## src/hdl/tpzr_pkg.sv

```systemverilog
// Shared types, constants and small lookup functions for the torus point renderer.
// Depends on nothing; every other file of the block imports it.
package tpzr_pkg;

	// Default frame geometry.
	localparam int DEF_COLUMNS = 80;
	localparam int DEF_ROWS    = 24;

	// Fixed field widths.
	localparam int IDX_W   = 11;
	localparam int ANG_W   = 16;
	localparam int DEP_W   = 16;
	localparam int CHAR_W  = 8;
	localparam int SHADE_W = 4;
	localparam int FRAME_DW = DEP_W + SHADE_W;

	// Rotator datapath: 18-bit signed state, 16 iterations.
	localparam int TRIG_W       = 18;
	localparam int CORDIC_ITERS = 16;
	localparam int ITER_W       = 4;
	localparam logic signed [TRIG_W-1:0] CORDIC_X0    = 18'sd9949;
	localparam logic [ANG_W-1:0]         QUARTER_TURN = 16'd16384;
	localparam logic [ANG_W-1:0]         THREE_QUARTER = 16'd49152;
	localparam logic signed [TRIG_W-1:0] HALF_TURN    = 18'sd32768;
	localparam logic signed [TRIG_W-1:0] FULL_TURN    = 18'sd65536;

	// Multiplier datapath: Q2.14 operands carried in 24 signed bits.
	localparam int MW = 24;
	localparam int PW = 2 * MW;
	localparam logic signed [PW-1:0] ROUND_HALF  = 48'sd8192;
	localparam logic signed [MW-1:0] RING_RADIUS = 24'sd32768;
	localparam logic signed [MW-1:0] Z_OFFSET    = 24'sd81920;

	// Reciprocal divider.
	localparam int NUM_W = 31;
	localparam int DEN_W = MW;
	localparam logic [NUM_W-1:0] DIV_NUM_BASE = 31'h4000_0000;

	localparam logic [DEP_W-1:0]   DEPTH_SAT   = 16'hFFFF;
	localparam logic [SHADE_W-1:0] SHADE_BLANK = 4'd12;
	localparam logic [SHADE_W-1:0] SHADE_MAX   = 4'd11;

	typedef enum logic [1:0] {
		CMD_CLEAR,
		CMD_PLOT,
		CMD_READ,
		CMD_NOP
	} cmd_t;

	typedef enum logic {
		REG_TILT,
		REG_SPIN
	} reg_idx_t;

	typedef enum logic [1:0] {
		TS_TUBE,
		TS_RING,
		TS_TILT,
		TS_SPIN
	} trig_sel_t;

	// Microprogram of the shared multiplier, one entry per rounded product.
	typedef enum logic [3:0] {
		MS_SASB,
		MS_CYCA,
		MS_CBCP,
		MS_T1SP_M,
		MS_CXM_X,
		MS_T2SB_X,
		MS_SACB,
		MS_SBCP,
		MS_T1SP_MN,
		MS_CXM_Y,
		MS_T2CB_Y,
		MS_CACX,
		MS_T1SP_Z,
		MS_CYSA_Z
	} mac_step_t;

	typedef enum logic [3:0] {
		S_SWEEP,
		S_IDLE,
		S_CORDIC,
		S_MUL,
		S_ACC,
		S_ZADD,
		S_DIV,
		S_PX,
		S_PXS,
		S_PY,
		S_PYS,
		S_CELL,
		S_ADDR,
		S_CMP,
		S_RESP
	} state_t;

	typedef struct packed {
		logic             start;
		logic [ANG_W-1:0] angle;
	} cordic_req_t;

	typedef struct packed {
		logic                     done;
		logic signed [TRIG_W-1:0] cos_v;
		logic signed [TRIG_W-1:0] sin_v;
	} cordic_rsp_t;

	typedef struct packed {
		logic             start;
		logic [NUM_W-1:0] num;
		logic [DEN_W-1:0] den;
	} div_req_t;

	typedef struct packed {
		logic             done;
		logic [NUM_W-1:0] quo;
	} div_rsp_t;

	// Arctangent of 2^-i in units of 1/65536 turn.
	function automatic logic signed [TRIG_W-1:0] atan_step(input logic [ITER_W-1:0] i);
		logic signed [TRIG_W-1:0] v;
		case (i)
			4'd0:    v = 18'sd8192;
			4'd1:    v = 18'sd4836;
			4'd2:    v = 18'sd2555;
			4'd3:    v = 18'sd1297;
			4'd4:    v = 18'sd651;
			4'd5:    v = 18'sd326;
			4'd6:    v = 18'sd163;
			4'd7:    v = 18'sd81;
			4'd8:    v = 18'sd41;
			4'd9:    v = 18'sd20;
			4'd10:   v = 18'sd10;
			4'd11:   v = 18'sd5;
			4'd12:   v = 18'sd3;
			4'd13:   v = 18'sd1;
			4'd14:   v = 18'sd1;
			default: v = 18'sd0;
		endcase
		return v;
	endfunction

	// Brightness ramp; the blank code and anything above it read as a space.
	function automatic logic [CHAR_W-1:0] ramp_char(input logic [SHADE_W-1:0] code);
		logic [CHAR_W-1:0] c;
		case (code)
			4'd0:    c = ".";
			4'd1:    c = ",";
			4'd2:    c = "-";
			4'd3:    c = "~";
			4'd4:    c = ":";
			4'd5:    c = ";";
			4'd6:    c = "=";
			4'd7:    c = "!";
			4'd8:    c = "*";
			4'd9:    c = "#";
			4'd10:   c = "$";
			4'd11:   c = "@";
			default: c = " ";
		endcase
		return c;
	endfunction

endpackage

```

## src/hdl/tpzr_cordic.sv

```systemverilog
// Iterative rotation-mode CORDIC giving cosine and sine in Q2.14, one iteration a cycle.
// Depends on tpzr_pkg.
module tpzr_cordic import tpzr_pkg::*; (
	input  logic        clk,
	input  logic        arst_n,
	input  cordic_req_t req,
	output cordic_rsp_t rsp
);

	logic                     busy_q;
	logic                     done_q;
	logic                     flip_q;
	logic [ITER_W-1:0]        it_q;
	logic signed [TRIG_W-1:0] x_q, y_q, z_q;
	logic signed [TRIG_W-1:0] cos_q, sin_q;

	logic signed [TRIG_W-1:0] z_ext, z_init;
	logic                     flip_init;
	logic signed [TRIG_W-1:0] dx, dy, x_nxt, y_nxt, z_nxt;
	logic                     last_it;

	// Fold the angle into plus or minus a quarter turn; the far half negates the result.
	always_comb begin
		z_ext     = signed'(TRIG_W'(req.angle));
		z_init    = z_ext;
		flip_init = 1'b0;
		if (req.angle >= QUARTER_TURN && req.angle < THREE_QUARTER) begin
			z_init    = z_ext - HALF_TURN;
			flip_init = 1'b1;
		end else if (req.angle >= THREE_QUARTER) begin
			z_init = z_ext - FULL_TURN;
		end
	end

	always_comb begin
		dx = y_q >>> it_q;
		dy = x_q >>> it_q;
		if (!z_q[TRIG_W-1]) begin
			x_nxt = x_q - dx;
			y_nxt = y_q + dy;
			z_nxt = z_q - atan_step(it_q);
		end else begin
			x_nxt = x_q + dx;
			y_nxt = y_q - dy;
			z_nxt = z_q + atan_step(it_q);
		end
	end

	assign last_it = (it_q == ITER_W'(CORDIC_ITERS - 1));

	always_ff @(posedge clk or negedge arst_n) begin
		if (!arst_n) begin
			busy_q <= 1'b0;
			done_q <= 1'b0;
			it_q   <= '0;
		end else begin
			done_q <= 1'b0;
			if (req.start) begin
				busy_q <= 1'b1;
				it_q   <= '0;
			end else if (busy_q) begin
				it_q <= it_q + 1'b1;
				if (last_it) begin
					busy_q <= 1'b0;
					done_q <= 1'b1;
				end
			end
		end
	end

	always_ff @(posedge clk) begin
		if (req.start) begin
			x_q    <= CORDIC_X0;
			y_q    <= '0;
			z_q    <= z_init;
			flip_q <= flip_init;
		end else if (busy_q) begin
			x_q <= x_nxt;
			y_q <= y_nxt;
			z_q <= z_nxt;
			if (last_it) begin
				cos_q <= flip_q ? -x_nxt : x_nxt;
				sin_q <= flip_q ? -y_nxt : y_nxt;
			end
		end
	end

	assign rsp.done  = done_q;
	assign rsp.cos_v = cos_q;
	assign rsp.sin_v = sin_q;

endmodule

```

## config.mk

```make
export PLATFORM = sky130hd
export DESIGN_NAME = tpzr_cordic
export DESIGN_NICKNAME = d
export VERILOG_FILES = /design/src/hdl/tpzr_pkg.sv /design/src/hdl/tpzr_cordic.sv
export SDC_FILE = /design/constraint.sdc
export NUM_CORES = 1
export LEC_CHECK = 0
export BUFFER_PORTS_ARGS = -buffer_cell sky130_fd_sc_hd__buf_2
export CORE_UTILIZATION = 29
export CTS_CLUSTER_DIAMETER = 200
export DETAILED_ROUTE_END_ITERATION = 12
export PLACE_DENSITY = 0.42
export SYNTH_ARGS = -nofsm -noshare
export SYNTH_HDL_FRONTEND = slang
export SYNTH_SLANG_ARGS = --single-unit
```

## constraint.sdc

```tcl
create_clock -name clk -period 7.3 [get_ports clk]
set_input_delay 0.365 -clock clk [delete_from_list [all_inputs] [get_ports clk]]
set_output_delay 0.365 -clock clk [all_outputs]
set_load 0.02 [all_outputs]
```

### Yosys cells after proc, flatten, opt, wreduce, memory -nomap -nowiden

Memories as Yosys holds them, arrays and structs flattened.
Cells that the tools add are included.

| operators by class | value |
|---|---|
| add/subtract/negate cells | 11 |
| magnitude comparators | 3 |
| eq/ne operators | 1 |
| shift operators | 2 |
| multiplexer cells | 20 |
| bitwise gates (word level) | 1 |
| reductions and logical operators | 3 |

Operator list:

| cell | number |
|---|---|
| 18-bit two-way mux | 11 |
| 18-bit adder | 3 |
| 18-bit subtractor | 3 |
| 18-bit negation | 2 |
| 18-bit by 4-bit >>> shifter with 18-bit output | 2 |
| 16-bit by 17-bit subtractor with 18-bit output (second input constant) | 1 |
| 16-bit by 16-bit subtractor with 17-bit output (second input constant) | 1 |
| 16-bit by 15-bit >= comparator with 1-bit output (second input constant) | 1 |
| 16-bit >= comparator (second input constant) | 1 |
| 16-bit < comparator (second input constant) | 1 |
| 4-bit two-way mux | 2 |
| 1-bit two-way mux | 7 |
| 4-bit by 1-bit adder with 4-bit output (second input constant) | 1 |
| 4-bit equality test (second input constant) | 1 |
| 3-bit AND reduction | 1 |
| 2-bit nonzero test | 1 |
| 1-bit logical AND | 1 |
| 1-bit NOT | 1 |

| word-level totals | value |
|---|---|
| register bits after elaboration | 97 |
| memory bits (read-only) | 448 |
| input bits | 19 |
| output and inout port bits | 37 |
| word-level logic and storage cells | 52 |
| memories kept | 2 |

Memories:

| name | words | bits a word | rd ports | clocked after memory_dff | wr ports | line | RTL |
|---|---|---|---|---|---|---|---|
| (no name shown) | 16 | 14 | 1 | 0 | 0 | tpzr_pkg.sv:123 | `case (i)` |
| (no name shown) | 16 | 14 | 1 | 0 | 0 | tpzr_pkg.sv:123 |  |

### Depth between registers and ports, before layout

Gate-level depths: netlist of run 1.
An unclocked memory read counts as a cell.

| logic depth | value |
|---|---|
| depth after elaboration | 6 |
| depth in mapped cells | 24 |
| depth with buffers taken out | 20 |

### Worst setup path after synthesis of run 1

Ideal clock, no wire load.

| path | value |
|---|---|
| path type | reg2reg |
| from | reg it_q[1] |
| to | reg sin_q[16] (data pin) |
| setup time | 0.266 ns |
| data arrival time | 5.227 ns |
| data required time | 7.034 ns |
| path slack | 1.806 ns |
| cell stages (with the launch flop) | 18 |
| path buffers | 3 |
| clock period less this slack | 5.494 ns |
| path through | dfrtp_1 -> buf_2 -> buf_2 -> clkbuf_1 -> mux4_2 -> a222oi_1 -> ha_1 -> a21oi_1 -> ha_1 -> nor2b_1 -> o31a_1 -> o41a_1 -> o211a_1 -> or3_1 -> a2111o_1 -> or4_4 -> o31ai_2 -> xnor2_1 |

| on the way | value |
|---|---|
| cells in the longest elaborated chain, start to end | 5 |
| elaborated cells between the ends (all ways) | 6 |
| those cells by class | add/sub (3); shift (1); mux (2) |

Ends and longest elaborated chain:

| element | line | RTL |
|---|---|---|
| start: declaration | tpzr_cordic.sv:13 | `logic [ITER_W-1:0] it_q;` |
| start signal: assignment | tpzr_cordic.sv:62 | `it_q <= it_q + 1'b1;` |
| 18-bit by 4-bit >>> shifter with 18-bit output (*) | tpzr_cordic.sv:37 | `dy = x_q >>> it_q;` |
| 18-bit adder or 18-bit subtractor (tied branches) | tpzr_cordic.sv:40, tpzr_cordic.sv:44 |  |
| 18-bit two-way mux (*) | tpzr_cordic.sv:38 | `if (!z_q[TRIG_W-1]) begin` |
| 18-bit negation | tpzr_cordic.sv:83 | `sin_q <= flip_q ? -y_nxt : y_nxt;` |
| 18-bit two-way mux (*) | tpzr_cordic.sv:83 |  |
| end signal: assignment | tpzr_cordic.sv:83 |  |
| end: declaration | tpzr_cordic.sv:15 | `logic signed [TRIG_W-1:0] cos_q, sin_q;` |

Mark *: on every way between the ends. The rest lies on a longest branch, timed or not.
A chain may end at the register's enable or synchronous reset.

### Final worst setup path of run 1

Same ends and word-level chain as after synthesis.

==> impl_results.md, run 1 <==
* Number of pins with negative max-slew slack in the final report at 0
* Htree depth at 3
* Placer congestion estimate at 0.856
* Avg Vias per Cell at 5.35
* Total wirelength of the detailed-routed design at roughly 27000 um
* Largest fanout of any net on the critical path at 34
* Initial core utilization at 29.6%
* Buffers inserted during post-CTS setup optimization at 0
* Worst Setup End Kind: register
* Post-Syn Area per Cell at 8.80 um2
* Clock-pin slew reported for the worst setup and hold paths after clock tree synthesis at about 0.080 ns
* Top area cells in the synthesized netlist: sky130_fd_sc_hd__edfxtp_1 (18%), sky130_fd_sc_hd__ha_1 (8.4%), sky130_fd_sc_hd__mux4_2 (7.9%), sky130_fd_sc_hd__dfxtp_1 (7.7%), sky130_fd_sc_hd__xnor2_1 (7.1%)
* Part of the Yosys area used for sequential elements at 26.9%
* Ant. Diodes at 0
* Worst Path Required at 7.40 ns
* Ratio of cells with drive above 1 in the final layout at between 10% and 20%
* Fin nets at 1181
* Status: complete, no violations
* Accumulated negative setup slack at 0 ns
* Top-area cell type share of the netlist area at around 18%
* Worst slew slack as a fraction of its limit at between 10% and 20%
* Most frequently used cell type in the post-synthesis netlist: sky130_fd_sc_hd__nor2_1
* I/O Pins at 56
* Clock tree buffer depth at 2
* GRT overflow at 0
* Clock sink count at 97
* Synthesis warning total at 0
* First-pass GRT wire length at 44200 um
* Crit Path Category: register to register
* Remaining routing DRC violations at 0
* WL/cell at 18.2 um
* Post-synth net total at 1152
* Fillcell total at 3364
* Number of buffers created by CTS at 9
* Setup violators final at 0
* Share of flip-flops with an asynchronous set or reset at 6.19%
* Post-DP HPWL at 20300 um
* Area Overhead vs Synth at 10.3%
* Delay contributed by the slowest stage of the critical path at around 0.86 ns
* Clock insertion delay at the later pin of the skew report at between 0.3 and 0.4 ns
* Worst Clk Skew at 0.0117 ns
* Seq cells post-synth at 97
* Chip height at 182 um
* Clock tree root driver cell: sky130_fd_sc_hd__clkbuf_16
* Total iterations of the first detailed-routing run at 4
* Most frequent cells after synthesis: sky130_fd_sc_hd__nor2_1 (130), sky130_fd_sc_hd__nand2_1 (82), sky130_fd_sc_hd__o21ai_0 (79)
* Min-Delay Path Class: primary input to register
* Antenna Violating Nets Remaining at 0
* Tcrit/Tclk final at 85.9%
* Final Hold Vio Count at 0
* TritonCTS clock tree: done
* Data arrival time of the worst path at between 6 and 7 ns
* Placement Rows at 65
* Combined global-route utilization of all metal layers at between 10% and 20%
* Slowest stage cell, crit path: sky130_fd_sc_hd__dfrtp_2
* Placeable core area at 0.0317 mm2
* Maximum frequency from static timing analysis at 0.159 GHz
* Die Span X at about 180 um
* Top_reg_cell synth: sky130_fd_sc_hd__edfxtp_1
* Cell chain of the critical path: buf_4 -> mux2i_1 -> mux4_2 -> o21ai_0 -> inv_1 -> ha_1 -> a21oi_1 -> fa_1 -> a211oi_1 -> o21bai_1 -> a211oi_1 -> a21oi_1 -> or4_4 -> a2111o_1 -> or4_4 -> o31ai_2 -> xnor2_1
* Startpoint Class: register
* Min Clock Period, post-route at between 6 and 7 ns
* Via count of the first global-routing pass at 7900
* Max Cap Violations at 0
* Cells resized by post-CTS repair at 0
* Library cells used by synthesis at between 70 and 80
* Post-synth top area cell: sky130_fd_sc_hd__edfxtp_1
* Total via count in the routed design at 8038
* Overall die area at 0.0331 mm2
* Slew at the pin closest to its max-slew limit at around 1.2 ns
* DRC marker count from the first detailed-route iteration at between 400 and 500
* Number of antenna violations at the first check in global routing at 0
* Summed instance area of the synthesized netlist at 0.00939 mm2
* Maximum number of pins on one net before global-route repair at 67
* Count of mapped cells out of synthesis at roughly 1100
* Setup repair after global routing missed its margin: false
* Number of enable flip-flop cells after synthesis at 55
* Quantity of I/O buffers inserted on ports at 55
## state kept, by name (all words and copies together) (netlist names)
name,cells
cos_q,18
sin_q,18
x_q,18
y_q,18
z_q,18
it_q,4
busy_q,1
done_q,1
flip_q,1
## per-layer routing
metal	routed length [um]	global-route usage (%)	part of all wire [%]	up-vias
li1	-	-	-	4001
met1	13200	22.9	48	3814
met2	12200	27.0	45	189
met3	1250	3.07	4.6	34
met4	600	5.85	2.2	0
met5	0	0	0	-
## worst paths after layout
check | startpoint | end | slack [ns] | depth (start not counted)
worst max register to register | it_q[1] | sin_q[16] | 1.03 | 17
worst min register to register | x_q[0] | x_q[0] | 0.53 | 2
max in group asynchronous | arst_n | busy_q | 6.76 | 2
worst min-delay path | req[9] | z_q[9] | 0.27 | 3
worst max-delay path | it_q[1] | sin_q[16] | 1.03 | 17
min in group asynchronous | arst_n | it_q[2] | 0.36 | 2
## critical path, delay by kind of cell (launching register included)
kind	cells	cell delay (ns)
compound gates	8	1.98
simple gates	2	1.18
xor+xnor	1	0.09
fa+ha+maj	2	0.77
mux	2	0.67
flops	1	0.86
buf+inv	2	0.42
## timing repair
action                     in CTS  in global routing
hold buffers                    1                  0
hold endpoints to repair        6                  0
setup endpoints to repair       0                  0
## cells in the final DEF, fill, tap and decap left out, types with 33 or more instances in the layout
| master | n |
|---|---|
| sky130_fd_sc_hd__mux4_2 | 33 |
| sky130_fd_sc_hd__ha_1 | 63 |
| sky130_fd_sc_hd__edfxtp_1 | 55 |
| sky130_fd_sc_hd__o21ai_0 | 79 |
| sky130_fd_sc_hd__xnor2_1 | 76 |
| sky130_fd_sc_hd__nand2_1 | 82 |
| sky130_fd_sc_hd__a21oi_1 | 77 |
| sky130_fd_sc_hd__dfxtp_1 | 36 |
| sky130_fd_sc_hd__mux2i_1 | 37 |
| sky130_fd_sc_hd__buf_2 | 55 |
| sky130_fd_sc_hd__xor2_1 | 35 |
| sky130_fd_sc_hd__nor2_1 | 130 |
## area by class of cell
| class | count | area (um2) | area share [%] |
|---|---|---|---|
| clock buffers | 11 | 233 | 2.25 |
| clock inverters | 5 | 46.3 | 0.447 |
| inverters | 33 | 124 | 1.20 |
| multi-input cells | 882 | 6510 | 62.9 |
| flip-flops and latches | 97 | 2530 | 24.4 |
| well taps | 402 | 503 | 4.86 |
| repair buffers | 73 | 413 | 3.99 |
## cells by family (layout without fill, tap and decap cells)
| family | Yosys count | in the layout | share of synthesized area (%) |
|---|---|---|---|
| AOI/OAI and AO/OA | 292 | 292 | 20.0 |
| xor gates and xnor gates | 111 | 111 | 10.4 |
| adders and majority gates | 66 | 66 | 9.04 |
| buffers and inverters | 88 | 122 | 3.80 |
| DFF | 97 | 97 | 26.9 |
| muxes | 87 | 87 | 13.9 |
| and+or+nand+nor | 326 | 326 | 16.1 |
## metrics by stage
step                hold WS (ns)  area, um2  worst slack (ns)  cells  utilization [%]
floorplan                 0.0694       9390              1.81   1067                -
global placement           0.216      10100              1.13   1486             31.7
detailed placement         0.216      10100              1.09   1486             31.7
CTS                        0.253      10400              1.07   1503             32.6
global route               0.274      10400             0.495   1503             32.6
finish                     0.271      10400              1.03   1503             32.6
Power of run 1 is not shown: default switching activity piles up to over one toggle a cycle in this logic, so the estimate is an artifact.
==> run 2: changes to the inputs <==
--- a/config.mk
+++ b/config.mk
@@ -6,10 +6,10 @@
 export NUM_CORES = 1
 export LEC_CHECK = 0
 export BUFFER_PORTS_ARGS = -buffer_cell sky130_fd_sc_hd__buf_2
-export CORE_UTILIZATION = 29
+export CORE_UTILIZATION = 47
 export CTS_CLUSTER_DIAMETER = 200
 export DETAILED_ROUTE_END_ITERATION = 12
-export PLACE_DENSITY = 0.42
+export PLACE_DENSITY = 0.62
 export SYNTH_ARGS = -nofsm -noshare
 export SYNTH_HDL_FRONTEND = slang
 export SYNTH_SLANG_ARGS = --single-unit
==> run 2 against run 1 <==
- cell count shrank 9.4%
- critical path depth down 2
- final area fell by 1.8%
- critical path type unchanged
==> impl_results.md, run 2 (same netlist as run 1, synthesis figures left out) <==
* Worst Setup End Kind: register
* Setup repair after global routing missed its margin: false
* Most frequent standard cell in the layout excluding fill and tap cells: sky130_fd_sc_hd__nor2_1
* Slowest stage cell, crit path: sky130_fd_sc_hd__dfrtp_2
* WL/cell at 17.4 um (-4.1%)
* Cell chain of the critical path: buf_4 -> mux2_2 -> a222oi_1 -> ha_1 -> a21oi_1 -> ha_1 -> nor2b_1 -> o31a_1 -> o41a_1 -> o211a_1 -> or3_1 -> a2111o_1 -> or4_4 -> o31ai_2 -> xnor2_1
* DRC marker count from the first detailed-route iteration at 569 (+22%)
* Fin nets at 1177 (-0.34%)
* Maximum number of pins on one net before global-route repair at 67 (unchanged)
* Max Cap Violations at 0 (unchanged)
* Placer congestion estimate at 0.924 (+8.0%)
* Worst slew slack as a fraction of its limit at 14.3% (-3.2 points)
* Chip height at 143 um (-21%)
* Antenna Violating Nets Remaining at 0 (unchanged)
* Startpoint Class: register
* Die Span X at 143 um (-21%)
* Flop-to-flop setup slack at 1.07 ns (+0.05 ns)
* Post-DP HPWL at 17400 um (-14%)
* Clock tree root driver cell: sky130_fd_sc_hd__clkbuf_16
* Accumulated negative setup slack at 0 ns (unchanged)
* Clock insertion delay at the later pin of the skew report at 0.37 ns (about the same)
* Area Overhead vs Synth at 8.33%
* Total iterations of the first detailed-routing run at 5 (+1)
* Largest fanout of any net on the critical path at 39 (+15%)
* Cells resized by post-CTS repair at 0 (unchanged)
* Number of pins with negative max-slew slack in the final report at 0 (unchanged)
* Delay contributed by the slowest stage of the critical path at 1.00 ns (+0.14 ns)
* Hold-critical path depth at 3 (unchanged)
* Register-to-Register Path Depth at 15 (-2)
* Library cell appearing most often on the critical path: sky130_fd_sc_hd__ha_1
* Overall die area at 0.0205 mm2 (-38%)
* Placement Rows at 51 (-22%)
* Ant. Diodes at 0 (unchanged)
* Commonest cells after routing, fill and taps aside: sky130_fd_sc_hd__nor2_1 (130), sky130_fd_sc_hd__nand2_1 (82), sky130_fd_sc_hd__o21ai_0 (79)
* Number of antenna violations at the first check in global routing at 0 (unchanged)
* Ratio of cells with drive above 1 in the final layout at 13.8% (+0.050 points)
* Placeable core area at 0.0195 mm2 (-38%)
* End point of the worst hold path: z_q[11]
* Min-Delay Path Class: primary input to register
* Number of buffers created by CTS at 9 (unchanged)
* Initial core utilization at 48.1% (+18 points)
* Min-delay src: req[11]
* Maximum frequency from static timing analysis at 0.161 GHz (+0.74%)
* Combined global-route utilization of all metal layers at 24.0% (+7.0 points)
* Final Hold Vio Count at 0 (unchanged)
* Setup violators final at 0 (unchanged)
* GRT overflow at 0 (unchanged)
* Critical Path Source: it_q[0]
* Via count of the first global-routing pass at 7560 (-4.3%)
* Remaining routing DRC violations at 0 (unchanged)
* Total wirelength of the detailed-routed design at 23800 um (-13%)
* Total via count in the routed design at 8062 (+0.30%)
* I/O Pins at 56 (unchanged)
* Crit Path Category: register to register
* Avg Vias per Cell at 5.92 (+11%)
* Clock-pin slew reported for the worst setup and hold paths after clock tree synthesis at 0.07 ns (about the same)
* Worst Clk Skew at 0.00900 ns (-0.00268 ns)
* Worst Path Required at 7.41 ns (about the same)
* Worst R2R Start: it_q[0]
* Slew at the pin closest to its max-slew limit at 1.29 ns (+0.0528 ns)
* Data arrival time of the worst path at 6.33 ns (-0.04 ns)
* TritonCTS clock tree: done
* Critical R2R Capture: sin_q[16]
* Status: complete, no violations
* Clock tree buffer depth at 2 (unchanged)
* Tcrit/Tclk final at 85.3% (-0.63 points)
* Min Clock Period, post-route at 6.23 ns (-0.0462 ns)
* First-pass GRT wire length at 38400 um (-13%)
* Quantity of I/O buffers inserted on ports at 55 (unchanged)
* Htree depth at 3 (unchanged)
* Clock sink count at 97 (unchanged)
## run 2: cell types whose count changed in the layout (fill, tap and decap cells not counted)
| cell | before | now |
|---|---|---|
| sky130_fd_sc_hd__clkinv_4 | 0 | 1 |
| sky130_fd_sc_hd__clkinv_1 | 4 | 1 |
| sky130_fd_sc_hd__clkbuf_1 | 2 | 1 |
| sky130_fd_sc_hd__clkinv_2 | 1 | 2 |
| sky130_fd_sc_hd__inv_6 | 0 | 2 |
| sky130_fd_sc_hd__buf_4 | 17 | 13 |
## run 2: final cells by class
cell class	instances	area [um2]
clock buffer	10	229
inverter	33	124
sequential	97	2530
timing repair buffer	69	383
tap	265	332
clock inverter	6	66.3
multi-input combinational	882	6510
fill	1871	9360
## run 2: worst max-delay path: cells and delay by family (launching register included)
| kind | cells | cell delay [ns] |
|---|---|---|
| AO/OA/AOI/OAI | 7 | 2.43 |
| adder cells (fa/ha/maj) | 2 | 0.61 |
| flip-flops | 1 | 1.00 |
| buffers and inverters | 1 | 0.36 |
| XOR/XNOR | 1 | 0.09 |
| AND/OR/NAND/NOR | 3 | 1.07 |
| multiplexers | 1 | 0.40 |
## run 2: routing by layer
layer,up-vias,GRT usage [%],wire [um]
li1,3991,-,-
met1,3814,31.1,10700
met2,222,40.4,11300
met3,35,3.93,1190
met4,0,8.45,581
met5,-,0,0
## run 2: worst max path at each step
| stage | endpoint | cells past startpoint | slack [ns] |
|---|---|---|---|
| 6_report | sin_q[16] | 15 | 1.07 |
| 3_3_place_gp | cos_q[17] | 16 | 1.27 |
| 3_5_place_dp | sin_q[16] | 15 | 1.11 |
| 5_1_grt | cos_q[17] | 16 | 0.56 |
| 4_1_cts | sin_q[16] | 15 | 1.07 |
| 2_1_floorplan | sin_q[16] | 17 | 1.81 |
## run 2: repair_timing
action	4_1_cts	5_1_grt
endpoints found under the hold margin	6	0
hold buffers	1	0
endpoints found under the setup margin	0	0
buffers inserted	0	0
## run 2: metrics by stage
stage          hold WS (ns)  util (%)  instance area (um2)  worst slack [ns]  instances
2_1_floorplan        0.0694         -                 9390              1.81       1067
3_3_place_gp          0.203      50.5                 9860              1.27       1345
3_5_place_dp          0.204      50.5                 9860              1.11       1345
4_1_cts               0.265      52.1                10200              1.07       1362
5_1_grt               0.286      52.1                10200             0.564       1362
6_report              0.274      52.1                10200              1.07       1362
Power of run 2 is left out for the same reason.
