**config.mk**
```make
export PLATFORM = sky130hd
export DESIGN_NAME = tpzr_divider
export DESIGN_NICKNAME = d
export VERILOG_FILES = /design/src/hdl/tpzr_pkg.sv /design/src/hdl/tpzr_divider.sv
export SDC_FILE = /design/constraint.sdc
export NUM_CORES = 1
export LEC_CHECK = 0
export BUFFER_PORTS_ARGS = -buffer_cell sky130_fd_sc_hd__buf_2
export CAP_MARGIN = 20
export CORE_ASPECT_RATIO = 2
export CORE_MARGIN = 1
export CORE_UTILIZATION = 32
export DETAILED_ROUTE_END_ITERATION = 10
export PLACE_DENSITY_LB_ADDON = 0.25
export SLEW_MARGIN = 20
export SYNTH_ARGS = -nofsm -noshare
export SYNTH_HDL_FRONTEND = slang
export SYNTH_SLANG_ARGS = --single-unit
```
**constraint.sdc**
```tcl
create_clock -name clk -period 4.04 [get_ports clk]
set_input_delay 0.808 -clock clk [delete_from_list [all_inputs] [get_ports clk]]
set_output_delay 0.808 -clock clk [all_outputs]
set_load 0.005 [all_outputs]
```
**src/hdl/tpzr_pkg.sv**
```systemverilog
// Shared types, constants and small lookup functions for the torus point renderer.
// Depends on nothing; every other file of the block imports it.
package tpzr_pkg;

	// Default frame geometry.
	localparam int DEF_COLUMNS = 80;
	localparam int DEF_ROWS    = 24;

	// Fixed field widths.
	localparam int IDX_W   = 11;
	localparam int ANG_W   = 16;
	localparam int DEP_W   = 16;
	localparam int CHAR_W  = 8;
	localparam int SHADE_W = 4;
	localparam int FRAME_DW = DEP_W + SHADE_W;

	// Rotator datapath: 18-bit signed state, 16 iterations.
	localparam int TRIG_W       = 18;
	localparam int CORDIC_ITERS = 16;
	localparam int ITER_W       = 4;
	localparam logic signed [TRIG_W-1:0] CORDIC_X0    = 18'sd9949;
	localparam logic [ANG_W-1:0]         QUARTER_TURN = 16'd16384;
	localparam logic [ANG_W-1:0]         THREE_QUARTER = 16'd49152;
	localparam logic signed [TRIG_W-1:0] HALF_TURN    = 18'sd32768;
	localparam logic signed [TRIG_W-1:0] FULL_TURN    = 18'sd65536;

	// Multiplier datapath: Q2.14 operands carried in 24 signed bits.
	localparam int MW = 24;
	localparam int PW = 2 * MW;
	localparam logic signed [PW-1:0] ROUND_HALF  = 48'sd8192;
	localparam logic signed [MW-1:0] RING_RADIUS = 24'sd32768;
	localparam logic signed [MW-1:0] Z_OFFSET    = 24'sd81920;

	// Reciprocal divider.
	localparam int NUM_W = 31;
	localparam int DEN_W = MW;
	localparam logic [NUM_W-1:0] DIV_NUM_BASE = 31'h4000_0000;

	localparam logic [DEP_W-1:0]   DEPTH_SAT   = 16'hFFFF;
	localparam logic [SHADE_W-1:0] SHADE_BLANK = 4'd12;
	localparam logic [SHADE_W-1:0] SHADE_MAX   = 4'd11;

	typedef enum logic [1:0] {
		CMD_CLEAR,
		CMD_PLOT,
		CMD_READ,
		CMD_NOP
	} cmd_t;

	typedef enum logic {
		REG_TILT,
		REG_SPIN
	} reg_idx_t;

	typedef enum logic [1:0] {
		TS_TUBE,
		TS_RING,
		TS_TILT,
		TS_SPIN
	} trig_sel_t;

	// Microprogram of the shared multiplier, one entry per rounded product.
	typedef enum logic [3:0] {
		MS_SASB,
		MS_CYCA,
		MS_CBCP,
		MS_T1SP_M,
		MS_CXM_X,
		MS_T2SB_X,
		MS_SACB,
		MS_SBCP,
		MS_T1SP_MN,
		MS_CXM_Y,
		MS_T2CB_Y,
		MS_CACX,
		MS_T1SP_Z,
		MS_CYSA_Z
	} mac_step_t;

	typedef enum logic [3:0] {
		S_SWEEP,
		S_IDLE,
		S_CORDIC,
		S_MUL,
		S_ACC,
		S_ZADD,
		S_DIV,
		S_PX,
		S_PXS,
		S_PY,
		S_PYS,
		S_CELL,
		S_ADDR,
		S_CMP,
		S_RESP
	} state_t;

	typedef struct packed {
		logic             start;
		logic [ANG_W-1:0] angle;
	} cordic_req_t;

	typedef struct packed {
		logic                     done;
		logic signed [TRIG_W-1:0] cos_v;
		logic signed [TRIG_W-1:0] sin_v;
	} cordic_rsp_t;

	typedef struct packed {
		logic             start;
		logic [NUM_W-1:0] num;
		logic [DEN_W-1:0] den;
	} div_req_t;

	typedef struct packed {
		logic             done;
		logic [NUM_W-1:0] quo;
	} div_rsp_t;

	// Arctangent of 2^-i in units of 1/65536 turn.
	function automatic logic signed [TRIG_W-1:0] atan_step(input logic [ITER_W-1:0] i);
		logic signed [TRIG_W-1:0] v;
		case (i)
			4'd0:    v = 18'sd8192;
			4'd1:    v = 18'sd4836;
			4'd2:    v = 18'sd2555;
			4'd3:    v = 18'sd1297;
			4'd4:    v = 18'sd651;
			4'd5:    v = 18'sd326;
			4'd6:    v = 18'sd163;
			4'd7:    v = 18'sd81;
			4'd8:    v = 18'sd41;
			4'd9:    v = 18'sd20;
			4'd10:   v = 18'sd10;
			4'd11:   v = 18'sd5;
			4'd12:   v = 18'sd3;
			4'd13:   v = 18'sd1;
			4'd14:   v = 18'sd1;
			default: v = 18'sd0;
		endcase
		return v;
	endfunction

	// Brightness ramp; the blank code and anything above it read as a space.
	function automatic logic [CHAR_W-1:0] ramp_char(input logic [SHADE_W-1:0] code);
		logic [CHAR_W-1:0] c;
		case (code)
			4'd0:    c = ".";
			4'd1:    c = ",";
			4'd2:    c = "-";
			4'd3:    c = "~";
			4'd4:    c = ":";
			4'd5:    c = ";";
			4'd6:    c = "=";
			4'd7:    c = "!";
			4'd8:    c = "*";
			4'd9:    c = "#";
			4'd10:   c = "$";
			4'd11:   c = "@";
			default: c = " ";
		endcase
		return c;
	endfunction

endpackage

```
**src/hdl/tpzr_divider.sv**
```systemverilog
// Restoring divider for the reciprocal depth, one quotient bit a cycle.
// Depends on tpzr_pkg.
module tpzr_divider import tpzr_pkg::*; (
	input  logic     clk,
	input  logic     arst_n,
	input  div_req_t req,
	output div_rsp_t rsp
);

	localparam int CNT_W = $clog2(NUM_W);

	logic             busy_q;
	logic             done_q;
	logic [CNT_W-1:0] cnt_q;
	logic [DEN_W-1:0] den_q;
	logic [DEN_W-1:0] rem_q;
	logic [NUM_W-1:0] quo_q;

	logic [DEN_W:0] r_shift, r_diff;
	logic           ge;

	// The dividend shifts out of the top of the quotient register as quotient bits shift in.
	always_comb begin
		r_shift = {rem_q, quo_q[NUM_W-1]};
		r_diff  = r_shift - {1'b0, den_q};
		ge      = (r_shift >= {1'b0, den_q});
	end

	always_ff @(posedge clk or negedge arst_n) begin
		if (!arst_n) begin
			busy_q <= 1'b0;
			done_q <= 1'b0;
			cnt_q  <= '0;
		end else begin
			done_q <= 1'b0;
			if (req.start) begin
				busy_q <= 1'b1;
				cnt_q  <= CNT_W'(NUM_W - 1);
			end else if (busy_q) begin
				cnt_q <= cnt_q - 1'b1;
				if (cnt_q == '0) begin
					busy_q <= 1'b0;
					done_q <= 1'b1;
				end
			end
		end
	end

	always_ff @(posedge clk) begin
		if (req.start) begin
			den_q <= req.den;
			rem_q <= '0;
			quo_q <= req.num;
		end else if (busy_q) begin
			rem_q <= ge ? r_diff[DEN_W-1:0] : r_shift[DEN_W-1:0];
			quo_q <= {quo_q[NUM_W-2:0], ge};
		end
	end

	assign rsp.done = done_q;
	assign rsp.quo  = quo_q;

endmodule

```
Yosys cells after proc, flatten, opt, wreduce, memory -nomap -nowiden
Index checks and enable logic that the tools add are counted.
- logic and storage cells: 22
- register bits after elaboration: 86
- output and inout bits: 32
- input bits: 58
- $add $sub $neg: 2
- reduce and logical (&&, ||, !) cells: 2
- multiplexer cells: 11
- $lt $le $gt $ge: 1
- operators with widths (operator ; count):
    31-bit 2-to-1 mux ; 2
    25-bit by 24-bit >= comparator with 1-bit output ; 1
    24-bit 2-to-1 mux ; 1
    24-bit subtractor ; 1
    5-bit 2-to-1 mux ; 2
    1-bit 2-to-1 mux ; 6
    5-bit logical NOT ; 1
    5-bit by 1-bit subtractor with 5-bit output (second input constant) ; 1
    2-bit nonzero test ; 1

Logic depth before layout (Yosys ltp)
Gate-level depths: netlist (run 1).
- word-level depth: 4
- depth in mapped cells: 13
- gate-level depth less buffers: 12

Least setup slack after synthesis (run 1)
No wires, ideal clock.
- kind: reg-to-reg
- from: reg quo_q[30]
- to: reg rem_q[22]
- library setup time: 79 ps
- arrival time: 2437 ps
- setup slack: 1524 ps
- required time: 3961 ps
- cell stages (with the launch flop): 13
- path buffers: 0
- clock period less this slack: 2516 ps
- path through: edfxtp_1 inv_1 ha_1 fa_1 inv_1 a21oi_1 o21ai_2 o2111ai_2 a311oi_2 o21ai_1 and3_1 o31a_1 a211oi_2
- cells in the longest elaborated chain, start to end: 2
- elaborated cells on any way between the ends: 3
- classes of those cells: 1 x add/sub; 1 x order compare; 1 x mux
- RTL lines (item ; line ; text):
    start: declaration ; tpzr_divider.sv:17 ; logic [NUM_W-1:0] quo_q;
    start signal: assignment ; tpzr_divider.sv:53 ; quo_q <= req.num;
    start signal: assignment ; tpzr_divider.sv:56 ; quo_q <= {quo_q[NUM_W-2:0], ge};
    24-bit subtractor or 25-bit by 24-bit >= comparator with 1-bit output (tied branches) ; tpzr_divider.sv:25, tpzr_divider.sv:26 ;
    24-bit 2-to-1 mux (*) ; tpzr_divider.sv:55 ; rem_q <= ge ? r_diff[DEN_W-1:0] : r_shift[DEN_W-1:0];
    end signal: assignment ; tpzr_divider.sv:55 ;
    end: declaration ; tpzr_divider.sv:16 ; logic [DEN_W-1:0] rem_q;
Mark *: on every way between the ends. The rest lies on a longest branch, timed or not.
A chain may end at the register's enable or synchronous reset.

Final worst setup path (run 1)
- from: reg den_q[15]
- to: reg rem_q[9]
- cells in the longest elaborated chain, start to end: 2
- RTL lines (item ; line ; text):
    start: declaration ; tpzr_divider.sv:15 ; logic [DEN_W-1:0] den_q;
    start signal: assignment ; tpzr_divider.sv:51 ; den_q <= req.den;
    25-bit by 24-bit >= comparator with 1-bit output ; tpzr_divider.sv:26 ; ge = (r_shift >= {1'b0, den_q});
    24-bit 2-to-1 mux ; tpzr_divider.sv:55 ;
No other way between the ends.

==> flow_metrics.env, run 1 <==
export IMPL_cts_tree="built"
export IMPL_synth_area_top_cells="edfxtp_1 (34%), dfxtp_1 (10%), mux2_2 (7.3%)"
export IMPL_root_buffer="clkbuf_16"
export IMPL_htreeDepth=3
export IMPL_seqPwrFrac=0.347
export IMPL_n_antenna_cell=0
export IMPL_hp_class="in -> async"
export IMPL_ys_ff_latch=86
export IMPL_nNetsFinal=613
export IMPL_synth_edf_count=55
export IMPL_p_int_w=0.002262
export IMPL_cp_arrival_ps=3210
export IMPL_fin_crit_ps=2954
export IMPL_grt_overflow_total=0
export IMPL_synth_warnings=0
export IMPL_dp_slack_ps=985.6
export IMPL_yosysSeqAreaShare=0.4797
export IMPL_ant_nets=0
export IMPL_path_common_cell="inv_1"
export IMPL_fin_crit_sh=0.7313
export IMPL_postCtsSetupBuffers=0
export IMPL_area_growth_pct=19.62
export IMPL_rsz0062_at_grt="no"
export IMPL_mostFrequentLayoutCells="buf_2 (88), edfxtp_1 (55), nand2_1 (42)"
export IMPL_io_pins=90
export IMPL_slew_violations=0
export IMPL_hpwl_mm=8.197
export IMPL_netlist_instances=443
export IMPL_cts_buffers=9
export IMPL_row_count=63
export IMPL_post_route_drc_count=0
export IMPL_setup_viol=0
export IMPL_place_gp_congestion=0.8423
export IMPL_drtIter0Drc=138
export IMPL_p_leak_nw=2.412
export IMPL_wirelength_mm=10.96
export IMPL_final_common_cell="buf_2"
export IMPL_reg2reg_slack_ps=1090
export IMPL_slowest_stage="o21ai_2"
export IMPL_fmax_mhz=338.5
export IMPL_clk_pin_slew_ps=60
export IMPL_relSlewSlack=0.4095
export IMPL_setup_tns_final_ps=0
export IMPL_path_delay_family="compound AO/OA/AOI/OAI gates"
export IMPL_dieArea_sq_um=15550
export IMPL_vias_per_cell=5.008
export IMPL_power_density_nw_per_um2=613.2
export IMPL_wl_per_cell_microns=15.05
export IMPL_pwr_share_comb=0.403
export IMPL_port_buffers=89
export IMPL_seq_area_sq_um=2307
export IMPL_via_count=3646
export IMPL_status="finished clean"
export IMPL_syn_nets=528
export IMPL_cts_sinks=86
export IMPL_hold_violations=0
export IMPL_grt_max_degree=57
export IMPL_cts_max_path_buffers=2
export IMPL_skew_ps=7.144
export IMPL_path_max_fanout=19
export IMPL_synthFlopType="edfxtp_1"
export IMPL_required_ps=4300
export IMPL_cp_end_kind="flip-flop"
export IMPL_synth_top_area_frac=0.3434
export IMPL_die_x_microns=88.69
export IMPL_ys_async_sr_fraction=0.08140
export IMPL_cp_cell_sequence="inv_1 -> ha_1 -> nand2_1 -> o21ai_0 -> o21bai_1 -> nand2b_1 -> inv_1 -> a21boi_2 -> o21ai_2 -> o311ai_0 -> a311oi_1"
export IMPL_yosysUniqueCellTypes=65
export IMPL_core_area_sq_um=14740
export IMPL_start_util=0.3263
export IMPL_layout_drive_gt1_share=0.3114
export IMPL_tightestPinTransition_ps=885.7
export IMPL_syn_cell_area_sq_um=4810
export IMPL_power_switching_w=0.001266
export IMPL_antenna_found_initial=0
export IMPL_yosysTopAreaCell="edfxtp_1"
export IMPL_path_buf_inv=2
export IMPL_crit_path_start_kind="flip-flop"
export IMPL_grtUsageTotal=0.1529
export IMPL_clkLatencyLatePin_ps=340
export IMPL_cts_resized=0
export IMPL_pwr_share_clk=0.250
export IMPL_switching_share=0.3588
export IMPL_avgSynthCellArea_sq_um=10.86
export IMPL_grt_pass1_vias=3919
export IMPL_fillCellCount=1460
export IMPL_grt_pass1_wl_mm=18.04
export IMPL_crit_type="reg -> reg"
export IMPL_dr_pass1_iters=4
export IMPL_multiInputGateArea_sq_um=2262
export IMPL_maxCapViolations=0
export IMPL_max_stage_delay_ps=690
export IMPL_holdBufCountCts=0
export IMPL_vdd_ir_drop_max_mv=0.2782
export IMPL_die_h_microns=175.4
export IMPL_setup_slack_ps=1086
## per-layer routing
metal	routed length, microns	up-vias	GRT usage
met4	384	0	0.08737
met5	0	-	0
met2	6079	104	0.2862
met3	470	23	0.03430
li1	-	1785	-
met1	4026	1734	0.1462
## stage by stage
stage,total power (W),cells,cell area [sq um],utilization,hold slack [ps]
5_1_grt,0.003767,728,5753,0.3903,296.2
2_1_floorplan,0.002338,443,4810,-,463.2
6_report,0.003528,728,5753,0.3903,292.0
3_3_place_gp,0.002643,712,5439,0.3690,484.7
4_1_cts,0.003569,728,5753,0.3903,284.6
3_5_place_dp,0.002672,712,5439,0.3690,487.9
## path summary, 6_finish.rpt
check                                from         to  cells after the start
min in group clk                rem_q[12]  rem_q[12]                      2
worst min register to register  rem_q[12]  rem_q[12]                      2
worst min-delay path               arst_n     busy_q                      1
worst max-delay path            den_q[15]   rem_q[9]                     11
max in group asynchronous          arst_n     done_q                      1
worst max register to register  den_q[15]   rem_q[9]                     11
## flip-flops by register name (all words and copies together) (netlist names)
| name | cells |
|---|---|
| busy_q | 1 |
| cnt_q | 5 |
| den_q | 24 |
| done_q | 1 |
| quo_q | 31 |
| rem_q | 24 |
## power groups by stage
stage          logic (W)  registers [W]  clock network (W)
2_1_floorplan    0.00112        0.00121                  0
3_3_place_gp     0.00141        0.00124                  0
3_5_place_dp     0.00143        0.00124                  0
4_1_cts          0.00144        0.00123           0.000907
5_1_grt          0.00158        0.00125           0.000934
6_report         0.00142        0.00123           0.000881
## cells by family after synthesis
| group | count (synthesis) | share of synthesized area |
|---|---|---|
| flip-flops | 86 | 0.4797 |
| multiplexers | 32 | 0.07466 |
| XOR/XNOR | 18 | 0.03278 |
| buffers and inverters | 57 | 0.04995 |
| adder cells (fa/ha/maj) | 27 | 0.07180 |
| AND/OR/NAND/NOR | 119 | 0.1212 |
| AO/OA/AOI/OAI | 104 | 0.1699 |
## layout make-up
| class | instances | area share |
|---|---|---|
| timing repair buffer | 91 | 0.08264 |
| multi-input combinational | 300 | 0.3932 |
| clock buffer | 10 | 0.03980 |
| sequential | 86 | 0.4010 |
| tap | 195 | 0.04241 |
| inverter | 40 | 0.02610 |
| clock inverter | 6 | 0.01479 |
## cell usage after synthesis, drive strengths merged (6+ instances only)
library cell,n
dfrtp,7
or3,6
a31oi,9
mux2,31
edfxtp,55
ha,26
a21o,6
nand2b,9
a311oi,17
clkbuf,11
nand2,42
inv,40
dfxtp,24
xnor2,14
a21oi,19
nor2,32
buf,6
o21ai,23
No activity file was read; power rests on OpenSTA's default activity.
==> run 2, diff against run 1 <==
clock period = 2.99 ns   (was 4.04 ns; I/O delays follow)
==> flow_metrics.env, run 2 (synthesis results as in run 1) <==
export IMPL_grtUsageTotal=0.1548
export IMPL_setup_slack_ps=185.4
export IMPL_die_x_microns=88.69
export IMPL_r2r_end="rem_q[7]"
export IMPL_htreeDepth=3
export IMPL_fin_crit_ps=2805
export IMPL_tightestPinTransition_ps=744.9
export IMPL_dieArea_sq_um=15550
export IMPL_nNetsFinal=617
export IMPL_place_inst=716
export IMPL_crit_type="reg -> reg"
export IMPL_crit_path_start_kind="flip-flop"
export IMPL_final_common_cell="buf_2"
export IMPL_fmax_mhz=356.6
export IMPL_cts_sinks=86
export IMPL_path_max_fanout=15
export IMPL_fin_cells=732
export IMPL_place_gp_congestion=0.8459
export IMPL_wl_per_cell_microns=15.09
export IMPL_holdBufCountCts=0
export IMPL_reg2reg_slack_ps=190
export IMPL_relSlewSlack=0.5034
export IMPL_r2r_start="den_q[21]"
export IMPL_grt_pass1_wl_mm=18.37
export IMPL_antenna_found_initial=0
export IMPL_status="finished clean"
export IMPL_clkLatencyLatePin_ps=350
export IMPL_io_pins=90
export IMPL_clk_pin_slew_ps=60
export IMPL_slew_violations=0
export IMPL_via_count=3591
export IMPL_cts_max_path_buffers=2
export IMPL_vdd_ir_drop_max_mv=0.4614
export IMPL_rsz0062_at_grt="no"
export IMPL_area_growth_pct=20.45
export IMPL_core_area_sq_um=14740
export IMPL_required_ps=3250
export IMPL_cts_tree="built"
export IMPL_grt_overflow_total=0
export IMPL_grt_pass1_vias=3923
export IMPL_root_buffer="clkbuf_16"
export IMPL_hpwl_mm=8.217
export IMPL_vias_per_cell=4.906
export IMPL_fin_crit_sh=0.9380
export IMPL_n_antenna_cell=0
export IMPL_die_h_microns=175.4
export IMPL_largest_reg_flops=31
export IMPL_cp_arrival_ps=3070
export IMPL_maxCapViolations=0
export IMPL_dr_pass1_iters=6
export IMPL_fin_hold_ws_ps=79.20
export IMPL_hold_violations=0
export IMPL_skew_ps=8.332
export IMPL_wirelength_mm=11.04
export IMPL_start_util=0.3263
export IMPL_hp_class="in -> async"
export IMPL_cts_buffers=9
export IMPL_dp_slack_ps=-11.60
export IMPL_p_total_w=0.004828
export IMPL_grt_max_degree=67
export IMPL_power_density_nw_per_um2=833.5
export IMPL_mostFrequentLayoutCells="buf_2 (88), edfxtp_1 (55), nand2_1 (42)"
export IMPL_setup_tns_final_ps=0
export IMPL_setup_viol=0
export IMPL_p_leak_nw=2.425
export IMPL_drtIter0Drc=120
export IMPL_ant_nets=0
export IMPL_top_register="quo_q"
export IMPL_port_buffers=89
export IMPL_cts_resized=1
export IMPL_row_count=63
export IMPL_post_route_drc_count=0
export IMPL_top_regs="quo_q x31, den_q x24, rem_q x24"
export IMPL_layout_drive_gt1_share=0.3184
export IMPL_postCtsSetupBuffers=0
export IMPL_worstRegToRegCells=11
export IMPL_cp_end_kind="flip-flop"
-- run 2: how the worst max path moves through the flow --
stage / start / to / slack (ps) / cells past startpoint
floorplan: quo_q[30] / rem_q[22] / 470 / 12
global placement: den_q[1] / rem_q[9] / 140 / 11
detailed placement: den_q[1] / rem_q[9] / -10 / 11
CTS: den_q[21] / rem_q[7] / 160 / 11
global route: den_q[1] / rem_q[7] / 20 / 12
finish: den_q[21] / rem_q[7] / 190 / 11
-- run 2: layout make-up --
type / count / area [sq um]
Clock buffer: 11 / 232.7
Clock inverter: 5 / 83.83
Fill cell: 1460 / 8947
Inverter: 40 / 150.1
Multi-Input combinational cell: 300 / 2270
Sequential cell: 86 / 2307
Tap cell: 195 / 244.0
Timing Repair Buffer: 95 / 505.5
-- run 2: layer usage --
metal  global-route usage  share of wire  vias to the layer above
met1               0.1544           0.37                     1704
met3              0.02726          0.037                       16
li1                     -              -                     1786
met5                    0              0                        -
met2               0.2910           0.57                       85
met4              0.08199          0.028                        0
-- run 2: power by group --
part	internal (W)	switching [W]	leakage [nW]	total [W]
Combinational	0.000871	0.00110	1.45	0.00197
Clock	0.000736	0.000476	0.146	0.00121
Sequential	0.00150	0.000147	0.833	0.00165
-- run 2: metrics by stage --
| stage | cell area (sq um) | utilization |
|---|---|---|
| floorplan | 4810 | - |
| global placement | 5469 | 0.3710 |
| detailed placement | 5469 | 0.3710 |
| CTS | 5793 | 0.3930 |
| global route | 5793 | 0.3930 |
| finish | 5793 | 0.3930 |
-- run 2: worst max-delay path, stage by stage (launching register included) --
cell and delay [ps]:
edfxtp_1 330, inv_1 60, ha_1 340, nand2_1 110
or3_4 380, nor2_1 150, a31oi_1 200, o21ai_2 240
nor2_4 40, buf_4 200, or3_1 400, a311oi_2 260
==> run 3, diff against run 2 <==
CELL_PAD_IN_SITES_DETAIL_PLACEMENT = 1   (was unset)
CELL_PAD_IN_SITES_GLOBAL_PLACEMENT = 2   (was unset)
==> flow_metrics.env, run 3 (synthesis results as in run 1) <==
export IMPL_reg2reg_slack_ps=190
export IMPL_cts_sinks=86
export IMPL_clkLatencyLatePin_ps=350
export IMPL_top_register="quo_q"
export IMPL_area_growth_pct=21.31
export IMPL_ant_nets=0
export IMPL_p_total_w=0.005011
export IMPL_core_area_sq_um=14740
export IMPL_grtUsageTotal=0.1715
export IMPL_wirelength_mm=12.32
export IMPL_r2r_end="rem_q[22]"
export IMPL_dr_pass1_iters=3
export IMPL_path_common_cell="inv_1"
export IMPL_holdBufCountCts=0
export IMPL_cp_arrival_ps=3080
export IMPL_port_buffers=89
export IMPL_mostFrequentLayoutCells="buf_2 (88), edfxtp_1 (55), nand2_1 (42)"
export IMPL_antenna_found_initial=0
export IMPL_setup_tns_final_ps=0
export IMPL_vdd_ir_drop_max_mv=0.3530
export IMPL_crit_path_start_kind="flip-flop"
export IMPL_grt_overflow_total=0
export IMPL_fmax_mhz=357.1
export IMPL_cts_resized=0
export IMPL_startpoint="quo_q[30]"
export IMPL_required_ps=3270
export IMPL_top_regs="quo_q x31, den_q x24, rem_q x24"
export IMPL_setup_viol=0
export IMPL_r2r_start="quo_q[30]"
export IMPL_slowest_stage="fa_1"
export IMPL_root_buffer="clkbuf_16"
export IMPL_grt_pass1_vias=4065
export IMPL_place_gp_congestion=0.7929
export IMPL_htreeDepth=3
export IMPL_fin_crit_ps=2801
export IMPL_p_leak_nw=2.458
export IMPL_rsz0062_at_grt="no"
export IMPL_final_common_cell="buf_2"
export IMPL_grt_max_degree=41
export IMPL_wl_per_cell_microns=16.71
export IMPL_die_x_microns=88.69
export IMPL_vias_per_cell=5.015
export IMPL_cp_cell_sequence="inv_1 -> ha_1 -> fa_1 -> inv_1 -> a21oi_1 -> o21ai_2 -> o2111ai_2 -> a311oi_2 -> o21ai_1 -> and3_1 -> o31a_1 -> a211oi_2"
export IMPL_relSlewSlack=0.5203
export IMPL_max_stage_delay_ps=410
export IMPL_io_pins=90
export IMPL_power_density_nw_per_um2=858.8
export IMPL_cts_buffers=9
export IMPL_fin_crit_sh=0.9367
export IMPL_slew_violations=0
export IMPL_die_h_microns=175.4
export IMPL_layout_drive_gt1_share=0.3247
export IMPL_n_antenna_cell=0
export IMPL_hpwl_mm=9.587
export IMPL_grt_pass1_wl_mm=19.84
export IMPL_dieArea_sq_um=15550
export IMPL_nNetsFinal=622
export IMPL_worstRegToRegCells=12
export IMPL_postCtsSetupBuffers=0
export IMPL_hp_class="in -> async"
export IMPL_fin_hold_ws_ps=70.81
export IMPL_clk_pin_slew_ps=70
export IMPL_skew_ps=5.201
export IMPL_cp_end_kind="flip-flop"
export IMPL_cp_endpoint="rem_q[22]"
export IMPL_start_util=0.3263
export IMPL_row_count=63
export IMPL_post_route_drc_count=0
export IMPL_largest_reg_flops=31
export IMPL_hold_violations=0
export IMPL_via_count=3696
export IMPL_cts_tree="built"
export IMPL_cts_max_path_buffers=2
export IMPL_tightestPinTransition_ps=719.5
export IMPL_maxCapViolations=0
export IMPL_path_max_fanout=5
export IMPL_status="finished clean"
export IMPL_crit_type="reg -> reg"
export IMPL_drtIter0Drc=81
## run 3: changes by cell type in the layout (fill, tap and decap cells not counted), sizes merged
cell,previous run,this run
buf,95,100
clkbuf,11,10
clkinv,0,3
clkinvlp,2,0
## run 3: power breakdown
part / internal [W] / switching, W
logic: 0.000960 / 0.00117
registers: 0.00150 / 0.000160
clock network: 0.000732 / 0.000489
## run 3: worst min-delay path by stage
stage,cells past startpoint,end,slack (ps)
finish,1,cnt_q[1],70
global route,1,cnt_q[1],80
CTS,1,cnt_q[0],60
detailed placement,1,cnt_q[3],440
global placement,1,done_q,440
floorplan,0,busy_q,300
## run 3: area by class of cell
cell class                 count  area [sq um]
inverter                      40         150.1
clock inverter                 6         85.08
clock buffer                  10         229.0
sequential                    86          2308
tap                          195         244.0
timing repair buffer         100         555.5
multi-input combinational    300          2262
fill                        1706          8906
## run 3: metrics by stage
stage	cells	cell area (sq um)	util	setup slack (ps)
floorplan	443	4810	-	473.6
global placement	721	5520	0.3745	231.3
detailed placement	721	5520	0.3745	219.2
CTS	737	5834	0.3958	184.0
global route	737	5834	0.3958	2.780
finish	737	5834	0.3958	189.3
## run 3: metal layers
layer  vias up  global-route usage  share of wire
met3        16             0.03712          0.035
met1      1804              0.1570           0.34
met4         0             0.07728          0.025
met2        75              0.3394           0.60
li1       1801                   -              -
met5         -                   0              0
## run 3: critical path: cells and delay by family (launching register included)
| family | cells | cell delay (ps) |
|---|---|---|
| buffers and inverters | 2 | 120 |
| flip-flops | 1 | 360 |
| adder cells (fa/ha/maj) | 2 | 630 |
| AND/OR/NAND/NOR | 1 | 190 |
| AO/OA/AOI/OAI | 7 | 1410 |
